==> src/rtl/core/vic_pkg.sv <==
`timescale 1ns / 1ps

package vic_pkg;

   localparam int NUM_SOURCES_DEF = 11;
   localparam int WORD_W          = 32;
   localparam int OP_W            = 2;
   localparam int IDX_W           = 4;
   localparam int SID_W           = 4;
   localparam int VEC_W           = 4;
   localparam logic [VEC_W-1:0] NO_VECTOR = 4'hF;

   typedef enum logic [OP_W-1:0] {
      OP_READ     = 2'd0,
      OP_WRITE    = 2'd1,
      OP_ASSERT   = 2'd2,
      OP_DEASSERT = 2'd3
   } op_type;

   localparam logic [IDX_W-1:0] REG_CTRL   = 4'd0;
   localparam logic [IDX_W-1:0] REG_NIMASK = 4'd1;
   localparam logic [IDX_W-1:0] REG_EN_NUM = 4'd2;
   localparam logic [IDX_W-1:0] REG_DIS_NUM = 4'd3;
   localparam logic [IDX_W-1:0] REG_ENABLE = 4'd4;
   localparam logic [IDX_W-1:0] REG_TYPE   = 4'd5;
   localparam logic [IDX_W-1:0] REG_FORCE  = 4'd6;
   localparam logic [IDX_W-1:0] REG_NIVEC  = 4'd7;
   localparam logic [IDX_W-1:0] REG_FIVEC  = 4'd8;
   localparam logic [IDX_W-1:0] REG_SRC    = 4'd9;
   localparam logic [IDX_W-1:0] REG_NIPEND = 4'd10;
   localparam logic [IDX_W-1:0] REG_FIPEND = 4'd11;

   typedef struct packed {
      op_type             op;
      logic [IDX_W-1:0]   idx;
      logic [WORD_W-1:0]  data;
      logic [SID_W-1:0]   sid;
      logic               err;
   } cmd_type;

   typedef struct packed {
      logic    push;
      cmd_type cmd;
   } push_type;

   typedef struct packed {
      logic    avail;
      cmd_type cmd;
   } head_type;

endpackage

==> src/rtl/core/vic_front.sv <==
`timescale 1ns / 1ps

module vic_front (
   input  logic                        req_valid,
   output logic                        req_stall,
   input  logic [vic_pkg::OP_W-1:0]    req_operation,
   input  logic [vic_pkg::IDX_W-1:0]   req_reg_index,
   input  logic [vic_pkg::WORD_W-1:0]  req_write_data,
   input  logic [vic_pkg::SID_W-1:0]   req_source_id,
   input  logic                        queue_full,
   output vic_pkg::push_type           push
);
   import vic_pkg::*;

   logic rd_err;
   logic wr_err;

   always_comb begin
      rd_err = (req_reg_index == REG_EN_NUM) || (req_reg_index == REG_DIS_NUM);
      wr_err = (req_reg_index == REG_NIVEC) || (req_reg_index == REG_FIVEC) ||
               (req_reg_index == REG_SRC) || (req_reg_index == REG_NIPEND) ||
               (req_reg_index == REG_FIPEND);
   end

   assign req_stall = queue_full;

   always_comb begin
      push.push     = req_valid && !queue_full;
      push.cmd.op   = op_type'(req_operation);
      push.cmd.idx  = req_reg_index;
      push.cmd.data = req_write_data;
      push.cmd.sid  = req_source_id;
      case (op_type'(req_operation))
         OP_READ:  push.cmd.err = rd_err;
         OP_WRITE: push.cmd.err = wr_err;
         default:  push.cmd.err = 1'b0;
      endcase
   end

endmodule

==> src/rtl/core/vic_queue.sv <==
`timescale 1ns / 1ps

module vic_queue (
   input  logic               clock,
   input  logic               reset,
   input  vic_pkg::push_type  push,
   input  logic               pop,
   output logic               full,
   output vic_pkg::head_type  head
);
   import vic_pkg::*;

   cmd_type    slot_ff [2];
   logic       wr_ptr_ff, wr_ptr_in;
   logic       rd_ptr_ff, rd_ptr_in;
   logic [1:0] count_ff, count_in;
   logic       do_pop;

   assign full       = (count_ff == 2'd2);
   assign head.avail = (count_ff != 2'd0);
   assign head.cmd   = slot_ff[rd_ptr_ff];
   assign do_pop     = pop && head.avail;

   always_comb begin
      wr_ptr_in = push.push ? !wr_ptr_ff : wr_ptr_ff;
      rd_ptr_in = do_pop ? !rd_ptr_ff : rd_ptr_ff;
      count_in  = count_ff;
      if (push.push && !do_pop) begin
         count_in = count_ff + 2'd1;
      end else if (!push.push && do_pop) begin
         count_in = count_ff - 2'd1;
      end
   end

   always_ff @(posedge clock) begin
      if (reset) begin
         wr_ptr_ff <= 1'b0;
         rd_ptr_ff <= 1'b0;
         count_ff  <= 2'd0;
      end else begin
         wr_ptr_ff <= wr_ptr_in;
         rd_ptr_ff <= rd_ptr_in;
         count_ff  <= count_in;
      end
   end

   always_ff @(posedge clock) begin
      if (push.push) begin
         slot_ff[wr_ptr_ff] <= push.cmd;
      end
   end

endmodule

==> src/rtl/core/vic_back.sv <==
`timescale 1ns / 1ps

module vic_back #(
   parameter int NUM_SOURCES = vic_pkg::NUM_SOURCES_DEF
) (
   input  logic                        clock,
   input  logic                        reset,
   input  vic_pkg::head_type           head,
   output logic                        pop,
   output logic                        rsp_valid,
   input  logic                        rsp_stall,
   output logic [vic_pkg::WORD_W-1:0]  rsp_read_data,
   output logic                        rsp_access_error,
   output logic                        rsp_fiq_line,
   output logic                        rsp_irq_line
);
   import vic_pkg::*;

   logic [WORD_W-1:0]      ctrl_ff, ctrl_in;
   logic [WORD_W-1:0]      nimask_ff, nimask_in;
   logic [WORD_W-1:0]      enable_ff, enable_in;
   logic [WORD_W-1:0]      type_ff, type_in;
   logic [WORD_W-1:0]      force_ff, force_in;
   logic [NUM_SOURCES-1:0] src_ff, src_in;
   logic [NUM_SOURCES-1:0] npend_ff, npend_in;
   logic [NUM_SOURCES-1:0] fpend_ff, fpend_in;
   logic [VEC_W-1:0]       nvec_ff, nvec_in;
   logic [VEC_W-1:0]       fvec_ff, fvec_in;

   logic                   rsp_valid_ff, rsp_valid_in;
   logic [WORD_W-1:0]      rdata_ff, rdata_in;
   logic                   err_ff, err_in;
   logic                   fiq_ff, fiq_in;
   logic                   irq_ff, irq_in;

   logic                   take;
   logic                   do_pop;
   logic                   recompute;
   logic [NUM_SOURCES-1:0] act;
   logic [NUM_SOURCES-1:0] nkeep;
   logic [WORD_W-1:0]      num_bit;
   cmd_type                cmd;

   function automatic logic [VEC_W-1:0] top_source(input logic [NUM_SOURCES-1:0] bits);
      logic [VEC_W-1:0] v;
      v = NO_VECTOR;
      for (int i = 0; i < NUM_SOURCES; i++) begin
         if (bits[i]) v = VEC_W'(i);
      end
      return v;
   endfunction

   assign cmd    = head.cmd;
   assign take   = !rsp_valid_ff || !rsp_stall;
   assign pop    = take;
   assign do_pop = take && head.avail;

   always_comb begin
      ctrl_in   = ctrl_ff;
      nimask_in = nimask_ff;
      enable_in = enable_ff;
      type_in   = type_ff;
      force_in  = force_ff;
      src_in    = src_ff;
      recompute = 1'b0;
      num_bit   = WORD_W'(1) << cmd.data[4:0];
      rdata_in  = '0;
      case (cmd.op)
         OP_READ: begin
            case (cmd.idx)
               REG_CTRL:   rdata_in = ctrl_ff;
               REG_NIMASK: rdata_in = nimask_ff;
               REG_ENABLE: rdata_in = enable_ff;
               REG_TYPE:   rdata_in = type_ff;
               REG_FORCE:  rdata_in = force_ff;
               REG_NIVEC:  rdata_in = WORD_W'(nvec_ff);
               REG_FIVEC:  rdata_in = WORD_W'(fvec_ff);
               REG_SRC:    rdata_in = WORD_W'(src_ff);
               REG_NIPEND: rdata_in = WORD_W'(npend_ff);
               REG_FIPEND: rdata_in = WORD_W'(fpend_ff);
               default:    rdata_in = '0;
            endcase
         end
         OP_WRITE: begin
            recompute = 1'b1;
            case (cmd.idx)
               REG_CTRL:    ctrl_in   = cmd.data;
               REG_NIMASK:  nimask_in = cmd.data;
               REG_EN_NUM: begin
                  if (cmd.data[WORD_W-1:5] == '0) enable_in = enable_ff | num_bit;
               end
               REG_DIS_NUM: begin
                  if (cmd.data[WORD_W-1:5] == '0) enable_in = enable_ff & ~num_bit;
               end
               REG_ENABLE:  enable_in = cmd.data;
               REG_TYPE:    type_in   = cmd.data;
               REG_FORCE:   force_in  = cmd.data;
               default: ;
            endcase
         end
         default: begin
            recompute = 1'b1;
            for (int i = 0; i < NUM_SOURCES; i++) begin
               if (cmd.sid == SID_W'(i)) src_in[i] = (cmd.op == OP_ASSERT);
            end
         end
      endcase

      act = src_in & enable_in[NUM_SOURCES-1:0];
      for (int i = 0; i < NUM_SOURCES; i++) begin
         nkeep[i] = (nimask_in >= WORD_W'(NUM_SOURCES)) || (WORD_W'(i) > nimask_in);
      end

      if (recompute) begin
         fpend_in = act & type_in[NUM_SOURCES-1:0];
         npend_in = act & ~type_in[NUM_SOURCES-1:0] & nkeep;
         fvec_in  = top_source(fpend_in);
         nvec_in  = top_source(npend_in);
      end else begin
         fpend_in = fpend_ff;
         npend_in = npend_ff;
         fvec_in  = fvec_ff;
         nvec_in  = nvec_ff;
      end

      err_in       = cmd.err;
      fiq_in       = (fpend_in != '0);
      irq_in       = !fiq_in && (npend_in != '0);
      rsp_valid_in = do_pop ? 1'b1 : (take ? 1'b0 : rsp_valid_ff);
   end

   always_ff @(posedge clock) begin
      if (reset) begin
         ctrl_ff      <= '0;
         nimask_ff    <= '0;
         enable_ff    <= '0;
         type_ff      <= '0;
         force_ff     <= '0;
         src_ff       <= '0;
         npend_ff     <= '0;
         fpend_ff     <= '0;
         nvec_ff      <= '0;
         fvec_ff      <= '0;
         rsp_valid_ff <= 1'b0;
      end else begin
         rsp_valid_ff <= rsp_valid_in;
         if (do_pop) begin
            ctrl_ff   <= ctrl_in;
            nimask_ff <= nimask_in;
            enable_ff <= enable_in;
            type_ff   <= type_in;
            force_ff  <= force_in;
            src_ff    <= src_in;
            npend_ff  <= npend_in;
            fpend_ff  <= fpend_in;
            nvec_ff   <= nvec_in;
            fvec_ff   <= fvec_in;
         end
      end
   end

   always_ff @(posedge clock) begin
      if (do_pop) begin
         rdata_ff <= rdata_in;
         err_ff   <= err_in;
         fiq_ff   <= fiq_in;
         irq_ff   <= irq_in;
      end
   end

   assign rsp_valid        = rsp_valid_ff;
   assign rsp_read_data    = rdata_ff;
   assign rsp_access_error = err_ff;
   assign rsp_fiq_line     = fiq_ff;
   assign rsp_irq_line     = irq_ff;

endmodule

==> src/rtl/core/vectored_interrupt_controller.sv <==
`timescale 1ns / 1ps

// Vectored interrupt controller with fast (fiq) and normal (irq) request lines.
// Each request word is a register read, a register write, a source assert or a
// source deassert, and each gives exactly one response word carrying read data,
// an access error flag and the fiq and irq levels after that word. One word is
// accepted per cycle while the queue is not full; the word waits in a queue
// slot and its response is registered, and can be taken when the response
// side is not stalled. A two-word queue separates request decode from the
// execute stage, where the register update, pending mask recompute and both
// priority encoders are combinational. No clearing pass is needed after reset.

module vectored_interrupt_controller #(
   parameter int NUM_SOURCES = vic_pkg::NUM_SOURCES_DEF
) (
   input  logic                        clock,
   input  logic                        reset,
   input  logic                        req_valid,
   output logic                        req_stall,
   input  logic [vic_pkg::OP_W-1:0]    req_operation,
   input  logic [vic_pkg::IDX_W-1:0]   req_reg_index,
   input  logic [vic_pkg::WORD_W-1:0]  req_write_data,
   input  logic [vic_pkg::SID_W-1:0]   req_source_id,
   output logic                        rsp_valid,
   input  logic                        rsp_stall,
   output logic [vic_pkg::WORD_W-1:0]  rsp_read_data,
   output logic                        rsp_access_error,
   output logic                        rsp_fiq_line,
   output logic                        rsp_irq_line
);
   import vic_pkg::*;

   push_type push;
   head_type head;
   logic     queue_full;
   logic     pop;

   vic_front u_front (
      .req_valid      (req_valid),
      .req_stall      (req_stall),
      .req_operation  (req_operation),
      .req_reg_index  (req_reg_index),
      .req_write_data (req_write_data),
      .req_source_id  (req_source_id),
      .queue_full     (queue_full),
      .push           (push)
   );

   vic_queue u_queue (
      .clock (clock),
      .reset (reset),
      .push  (push),
      .pop   (pop),
      .full  (queue_full),
      .head  (head)
   );

   vic_back #(
      .NUM_SOURCES (NUM_SOURCES)
   ) u_back (
      .clock            (clock),
      .reset            (reset),
      .head             (head),
      .pop              (pop),
      .rsp_valid        (rsp_valid),
      .rsp_stall        (rsp_stall),
      .rsp_read_data    (rsp_read_data),
      .rsp_access_error (rsp_access_error),
      .rsp_fiq_line     (rsp_fiq_line),
      .rsp_irq_line     (rsp_irq_line)
   );

endmodule

==> config.mk <==
export PLATFORM = sky130hd
export DESIGN_NAME = vectored_interrupt_controller
export DESIGN_NICKNAME = d
export VERILOG_FILES = /design/src/rtl/core/vic_pkg.sv /design/src/rtl/core/vic_front.sv /design/src/rtl/core/vic_queue.sv /design/src/rtl/core/vic_back.sv /design/src/rtl/core/vectored_interrupt_controller.sv
export SDC_FILE = /design/constraint.sdc
export NUM_CORES = 1
export LEC_CHECK = 0
export BUFFER_PORTS_ARGS = -buffer_cell sky130_fd_sc_hd__buf_2
export CORE_ASPECT_RATIO = 0.9
export CORE_UTILIZATION = 35
export DETAILED_ROUTE_END_ITERATION = 8
export GPL_TIMING_DRIVEN = 1
export RECOVER_POWER = 50
export SYNTH_ARGS = -nofsm -noshare
export SYNTH_HDL_FRONTEND = slang
export SYNTH_HIERARCHICAL = 1
export SYNTH_SLANG_ARGS = --single-unit
==> constraint.sdc <==
create_clock -name clock -period 3.34 [get_ports clock]
set_input_delay 0.668 -clock clock [delete_from_list [all_inputs] [get_ports clock]]
set_output_delay 0.668 -clock clock [all_outputs]
set_load 0.02 [all_outputs]
[Yosys cells after proc, flatten, opt, wreduce, memory -nomap -nowiden]
Memories as Yosys holds them, arrays and structs flattened. A register that Yosys moved wholly into a read port is not among the register bits.
Index checks and enable logic that the tools add are counted.
Cells by class
  add/sub/neg operators: 2
  magnitude comparators: 12
  equality and inequality tests: 34
  shift operators: 1
  mux-type cells: 54
  bitwise logic cells: 9
  reductions and logical operators: 47
Operators by type and width (number)
  32-bit case mux with 10 select lines: 1
  3-bit by 32-bit > comparator with 1-bit output (first input constant): 4
  32-bit 2-to-1 mux: 4
  4-bit by 32-bit > comparator with 1-bit output (first input constant): 3
  32-bit case mux with 3 select lines: 1
  4-bit 2-to-1 mux: 22
  11-bit 2-to-1 mux: 6
  1-bit by 32-bit > comparator with 1-bit output (first input constant): 2
  2-bit by 32-bit > comparator with 1-bit output (first input constant): 2
  11-bit AND: 4
  4-bit == test (second input constant): 11
  4-bit by 3-bit == test with 1-bit output (second input constant): 9
  32-bit AND: 1
  32-bit by 4-bit greater-or-equal comparator with 1-bit output (second input constant): 1
  32-bit inverter: 1
  32-bit bitwise OR: 1
  1-bit by 5-bit left shift with 32-bit output (first input constant): 1
  27-bit logical NOT: 1
  4-bit by 2-bit == test with 1-bit output (second input constant): 6
  11-bit nonzero test: 2
  1-bit logical OR: 17
  1-bit 2-to-1 mux: 17
  11-bit inverter: 1
  3-bit AND reduction: 3
  18 further kinds: 38
Word-level totals
  bits in registers: 241
  RAM bits: 86
  output and inout port bits: 37
  memories: 1
Memory list
  u_queue.slot_ff: words 2, width 43, read ports 1, clocked after memory_dff 1, write ports 1, RTL line vic_queue.sv:13  | cmd_type slot_ff [2];

[Depth between registers and ports, before layout]
  word-level depth: 20
  gate-level depth with buffers: 17
  depth with buffers taken out: 12

[By module]
Netlist, hierarchy kept.
Modules (own cells, without submodules)
  vic_back: instances 1, cells an instance 1504, area each 11838.9 um^2
  vic_queue: instances 1, cells an instance 156, area each 3303.2 um^2
  vic_front: instances 1, cells an instance 50, area each 364.1 um^2

[Worst setup path after synthesis]
No wires, ideal clock.
  path kind: flip-flop to flip-flop
  start: register with a tool-made name
  end: register u_back.irq_ff (netlist: u_back/rsp_irq_line), data pin
  setup time: 146 ps
  arrival time: 3484 ps
  data required time: 3194 ps
  path slack: -290 ps
  cell stages (with the launch flop): 17
  buffers on the path: 5
  period minus slack after synthesis: 3630 ps
  cells stage by stage: dfxtp_1 > buf_2 > buf_2 > mux2_2 > inv_1 > ha_1 > and3b_1 > clkbuf_1 > and2_1 > clkbuf_1 > buf_2 > mux2i_1 > o21ai_0 > a2111oi_1 > a31oi_1 > a31o_2 > a21oi_1
RTL lines
  end signal: assignment: RTL line vic_back.sv:167  | irq_ff <= irq_in;
  end: declaration: RTL line vic_back.sv:34  | logic irq_ff, irq_in;

==> flow_summary.toml <==
[yosys]
syn_area_per_cell_um2 = 9.07
async_flop_share_pct = 0
ys_seq_area_share_pct = 50.2
yosys_warnings = 6
syn_nets = 1760
synth_cell_types = 74
ys.flop_type = "dfxtp_1"
ys_ff_latch = 328
synth-edff-count = 121
synth.cell_area_um2 = 15500
synthCells = 1710

[detailed_routing]
dr.pass1.iters = 9
routed_wl_um = 56000
vias_per_cell = 5.56
ant_nets = 0
vias = 14164
wl_per_cell_um = 22.0
remaining_drc_errors = 0
drtIter0Drc = 1656

[floorplanning]
die-area_um2 = 45200
start_util_pct = 35.8
die_y_um = 202
row_count = 72
ios = 83
core_um2 = 43300
die_x_um = 224

[setup_path]
cp-start-kind = "register"
critPathCaptureType = "register"
regToRegEndpoint = "u_back/rsp_irq_line$_DFFE_PP_"
required_ns = 3.75
arrival_ns = 4.08
cp_max_fo = 12
reg2regPathDepth = 14
reg2reg_slack_ns = -0.33
path_class = "register to register"

[power]
powerDensity_nw_per_um2 = 686
leakage_nw = 6.66
peakVddDrop_mv = 0.477

[cts]
cts_root_buffer = "clkbuf_16"
clkTransAtPathRegs_ns = 0.06
cts.sinks = 328
clk_path_buf_depth = 3
cts_max_level = 2
tritoncts = "yes"
clk_latency_ns = 0.57
cts-buffers-inserted = 37

[placed_design]
pre_cts_ws_ns = -0.632
dp_hpwl_um = 40900
gp_congestion = 0.964
portBuffers = 82

[global_route]
grt_max_degree = 118
use_met1_pct = 36.6
track_usage_pct = 24.6
first_global_vias = 13325
antenna_found_initial = 0
met3_usage_pct = 5.21
grt.busiest_layer = "met1"
overflow = 0
met2_usage_pct = 36.5
grt_first_pass_wirelength_um = 84200

[final_layout]
area_delta_synth_final_pct = 27.2
drive_above_1_share_pct = 25.1
fillers = 4149
n_antenna_cell = 0
final_util_pct = 45.5
nets = 1978

[min_path]
hold_depth = 1
hp-class = "input port to register"
holdPathEnd = "u_queue/slot_ff[0][1]$_DFFE_PP_"
hold_start = "req_source_id[0]"

[sta]
fin_ws_ns = -0.329
setup_tns_ns = -1.93
period_minus_slack_ns = 3.67
finClkSkew_ns = 0.0301
final_hold_viol_count = 0
setup_viol = 9
rsz0062_at_grt = "yes"
fin_crit_sh_pct = 110
slew-limit-headroom_pct = -76.3
clock.fmax_mhz = 273
slew_viol_final = 118
worst_pin_slew_ns = 2.64

[flow_run]
cap_violations = 1

[run_status]
violations = "max-capacitance violations, max-slew violations, negative setup slack"
outcome = "finished, violations left"
[worst max path at each step]
| stage | startpoint | endpoint | depth (start not counted) | slack [ns] |
|---|---|---|---|---|
| 2_1_floorplan | register | u_back/rsp_irq_line$_DFFE_PP_ | 11 | -0.01 |
| 3_3_place_gp | register | u_back/rsp_irq_line$_DFFE_PP_ | 15 | -0.65 |
| 3_5_place_dp | register | u_back/rsp_irq_line$_DFFE_PP_ | 15 | -0.63 |
| 4_1_cts | register | u_back/rsp_irq_line$_DFFE_PP_ | 12 | -0.35 |
| 5_1_grt | register | u_back/rsp_irq_line$_DFFE_PP_ | 12 | -0.46 |
| 6_report | register | u_back/rsp_irq_line$_DFFE_PP_ | 14 | -0.33 |
[cell type report]
class	instances	area, µm²	area share (%)
Sequential cell	328	7780	39.5
Tap cell	592	741	3.76
Inverter	9	33.8	0.171
Timing Repair Buffer	347	2520	12.8
Multi-Input combinational cell	1205	7490	38.0
Clock buffer	47	1010	5.10
Clock inverter	20	145	0.736
[metal layers]
| layer | wire length [µm] | part of all wire [%] |
|---|---|---|
| met2 | 24300 | 43 |
| met5 | 0 | 0 |
| met3 | 4970 | 8.9 |
| met4 | 849 | 1.5 |
| met1 | 25900 | 46 |
[stage by stage]
| stage | hold slack (ns) | cell area (µm²) | std cells | power (mW) |
|---|---|---|---|---|
| after floorplan | 0.432 | 15600 | 1710 | 7.28 |
| after global placement | 0.441 | 18000 | 2466 | 9.38 |
| after detailed placement | 0.448 | 18000 | 2466 | 9.40 |
| after CTS | 0.280 | 19500 | 2541 | 13.5 |
| after global routing | 0.281 | 19700 | 2548 | 14.1 |
| final | 0.307 | 19700 | 2548 | 13.5 |
[cell usage in the layout, fill, tap and decap left out, types with 11 or more instances in the layout]
cell type | synthesis | routed
a211oi_1 | 36 | 29
a21oi_1 | 226 | 222
a221oi_1 | 14 | 13
a222oi_1 | 21 | 21
a22o_1 | 11 | 11
a22oi_1 | 41 | 41
a31oi_1 | 21 | 17
and3_1 | 11 | 11
buf_12 | 0 | 12
buf_2 | 9 | 16
buf_4 | 44 | 232
clkbuf_1 | 107 | 77
clkbuf_16 | 0 | 39
dfxtp_1 | 207 | 206
edfxtp_1 | 121 | 121
mux2_2 | 51 | 44
mux2i_1 | 25 | 16
nand2_1 | 359 | 359
nand3_1 | 27 | 26
nor2_1 | 115 | 107
nor3_1 | 26 | 17
nor4_1 | 26 | 17
o21ai_0 | 43 | 30
o21ai_1 | 4 | 14
[flip-flops by register name (all words and copies together), names as in the netlist, named ones only]
| signal | count |
|---|---|
| u_back/enable_ff | 32 |
| u_back/rsp_read_data | 32 |
| u_queue/wr_ptr_ff | 1 |
| u_back/src_ff | 11 |
| u_back/type_ff | 32 |
| u_back/rsp_irq_line | 1 |
| u_back/nimask_ff | 32 |
| u_back/fvec_ff | 4 |
| u_back/force_ff | 32 |
| u_back/rsp_valid | 1 |
| u_back/rsp_access_error | 1 |
| u_back/fpend_ff | 11 |
| u_back/npend_ff | 11 |
| u_queue/count_ff | 2 |
| u_queue/rd_ptr_ff | 1 |
| u_back/ctrl_ff | 32 |
| u_back/nvec_ff | 4 |
| u_queue/slot_ff | 86 |
| u_back/rsp_fiq_line | 1 |
[synthesized netlist by cell type, types with 5 or more instances]
master    number  area (µm²)
a211oi_1      36         270
a21oi_1      226        1130
a221oi_1      14         123
a222oi_1      21         210
a22o_1        11        96.3
a22oi_1       41         308
a311oi_1       7        61.3
a31oi_1       21         131
and2_1         9        56.3
and3_1        11        68.8
and3b_1        7        61.3
buf_1          8        30.0
buf_2          9        45.0
buf_4         44         330
clkbuf_1     107         402
dfxtp_1      207        4140
edfxtp_1     121        3630
inv_1          9        33.8
mux2_2        51         574
mux2i_1       25         250
nand2_1      359        1350
nand2b_1       9        56.3
nand3_1       27         135
nand3b_1       8        60.1
nor2_1       115         432
nor2b_1        8        50.1
nor3_1        26         130
nor4_1        26         163
o211ai_1       5        37.5
o21ai_0       43         215
o31a_1         7        61.3
or2_2          7        43.8
or3_1         11        68.8
[what timing repair did]
action | 4_1_cts | 5_1_grt
setup buffers | 7 | 7
endpoints found under the setup margin | 20 | 23
hold buffers | 0 | 0
resized for setup | 65 | 68
cloned | 1 | 0
pin swaps | 6 | 5
[power breakdown]
part	switching [mW]	total [mW]	internal, mW
sequential	0.278	5.02	4.74
combinational	2.96	4.62	1.67
clock	1.67	3.90	2.22
total	4.91	13.5	8.63
[worst max-delay path, stage by stage (launching register included)]
cell      delay (ns)
dfxtp_4         0.40
buf_12          0.12
buf_16          0.13
mux2_2          0.35
nor4_2          0.22
nand2_1         0.10
buf_6           0.15
or4_4           0.46
buf_12          0.15
o311ai_4        0.29
a211oi_2        0.14
a2111o_1        0.37
o41ai_2         0.35
o21ai_1         0.14
a21oi_1         0.15
[kinds of logic after synthesis]
family	share of synthesized area, %
compound gates	19.5
fa+ha+maj	0.323
simple gates	19.0
mux	5.32
buf+inv	5.42
flops	50.2
xor+xnor	0.226
(Power assumes the default switching activity.)
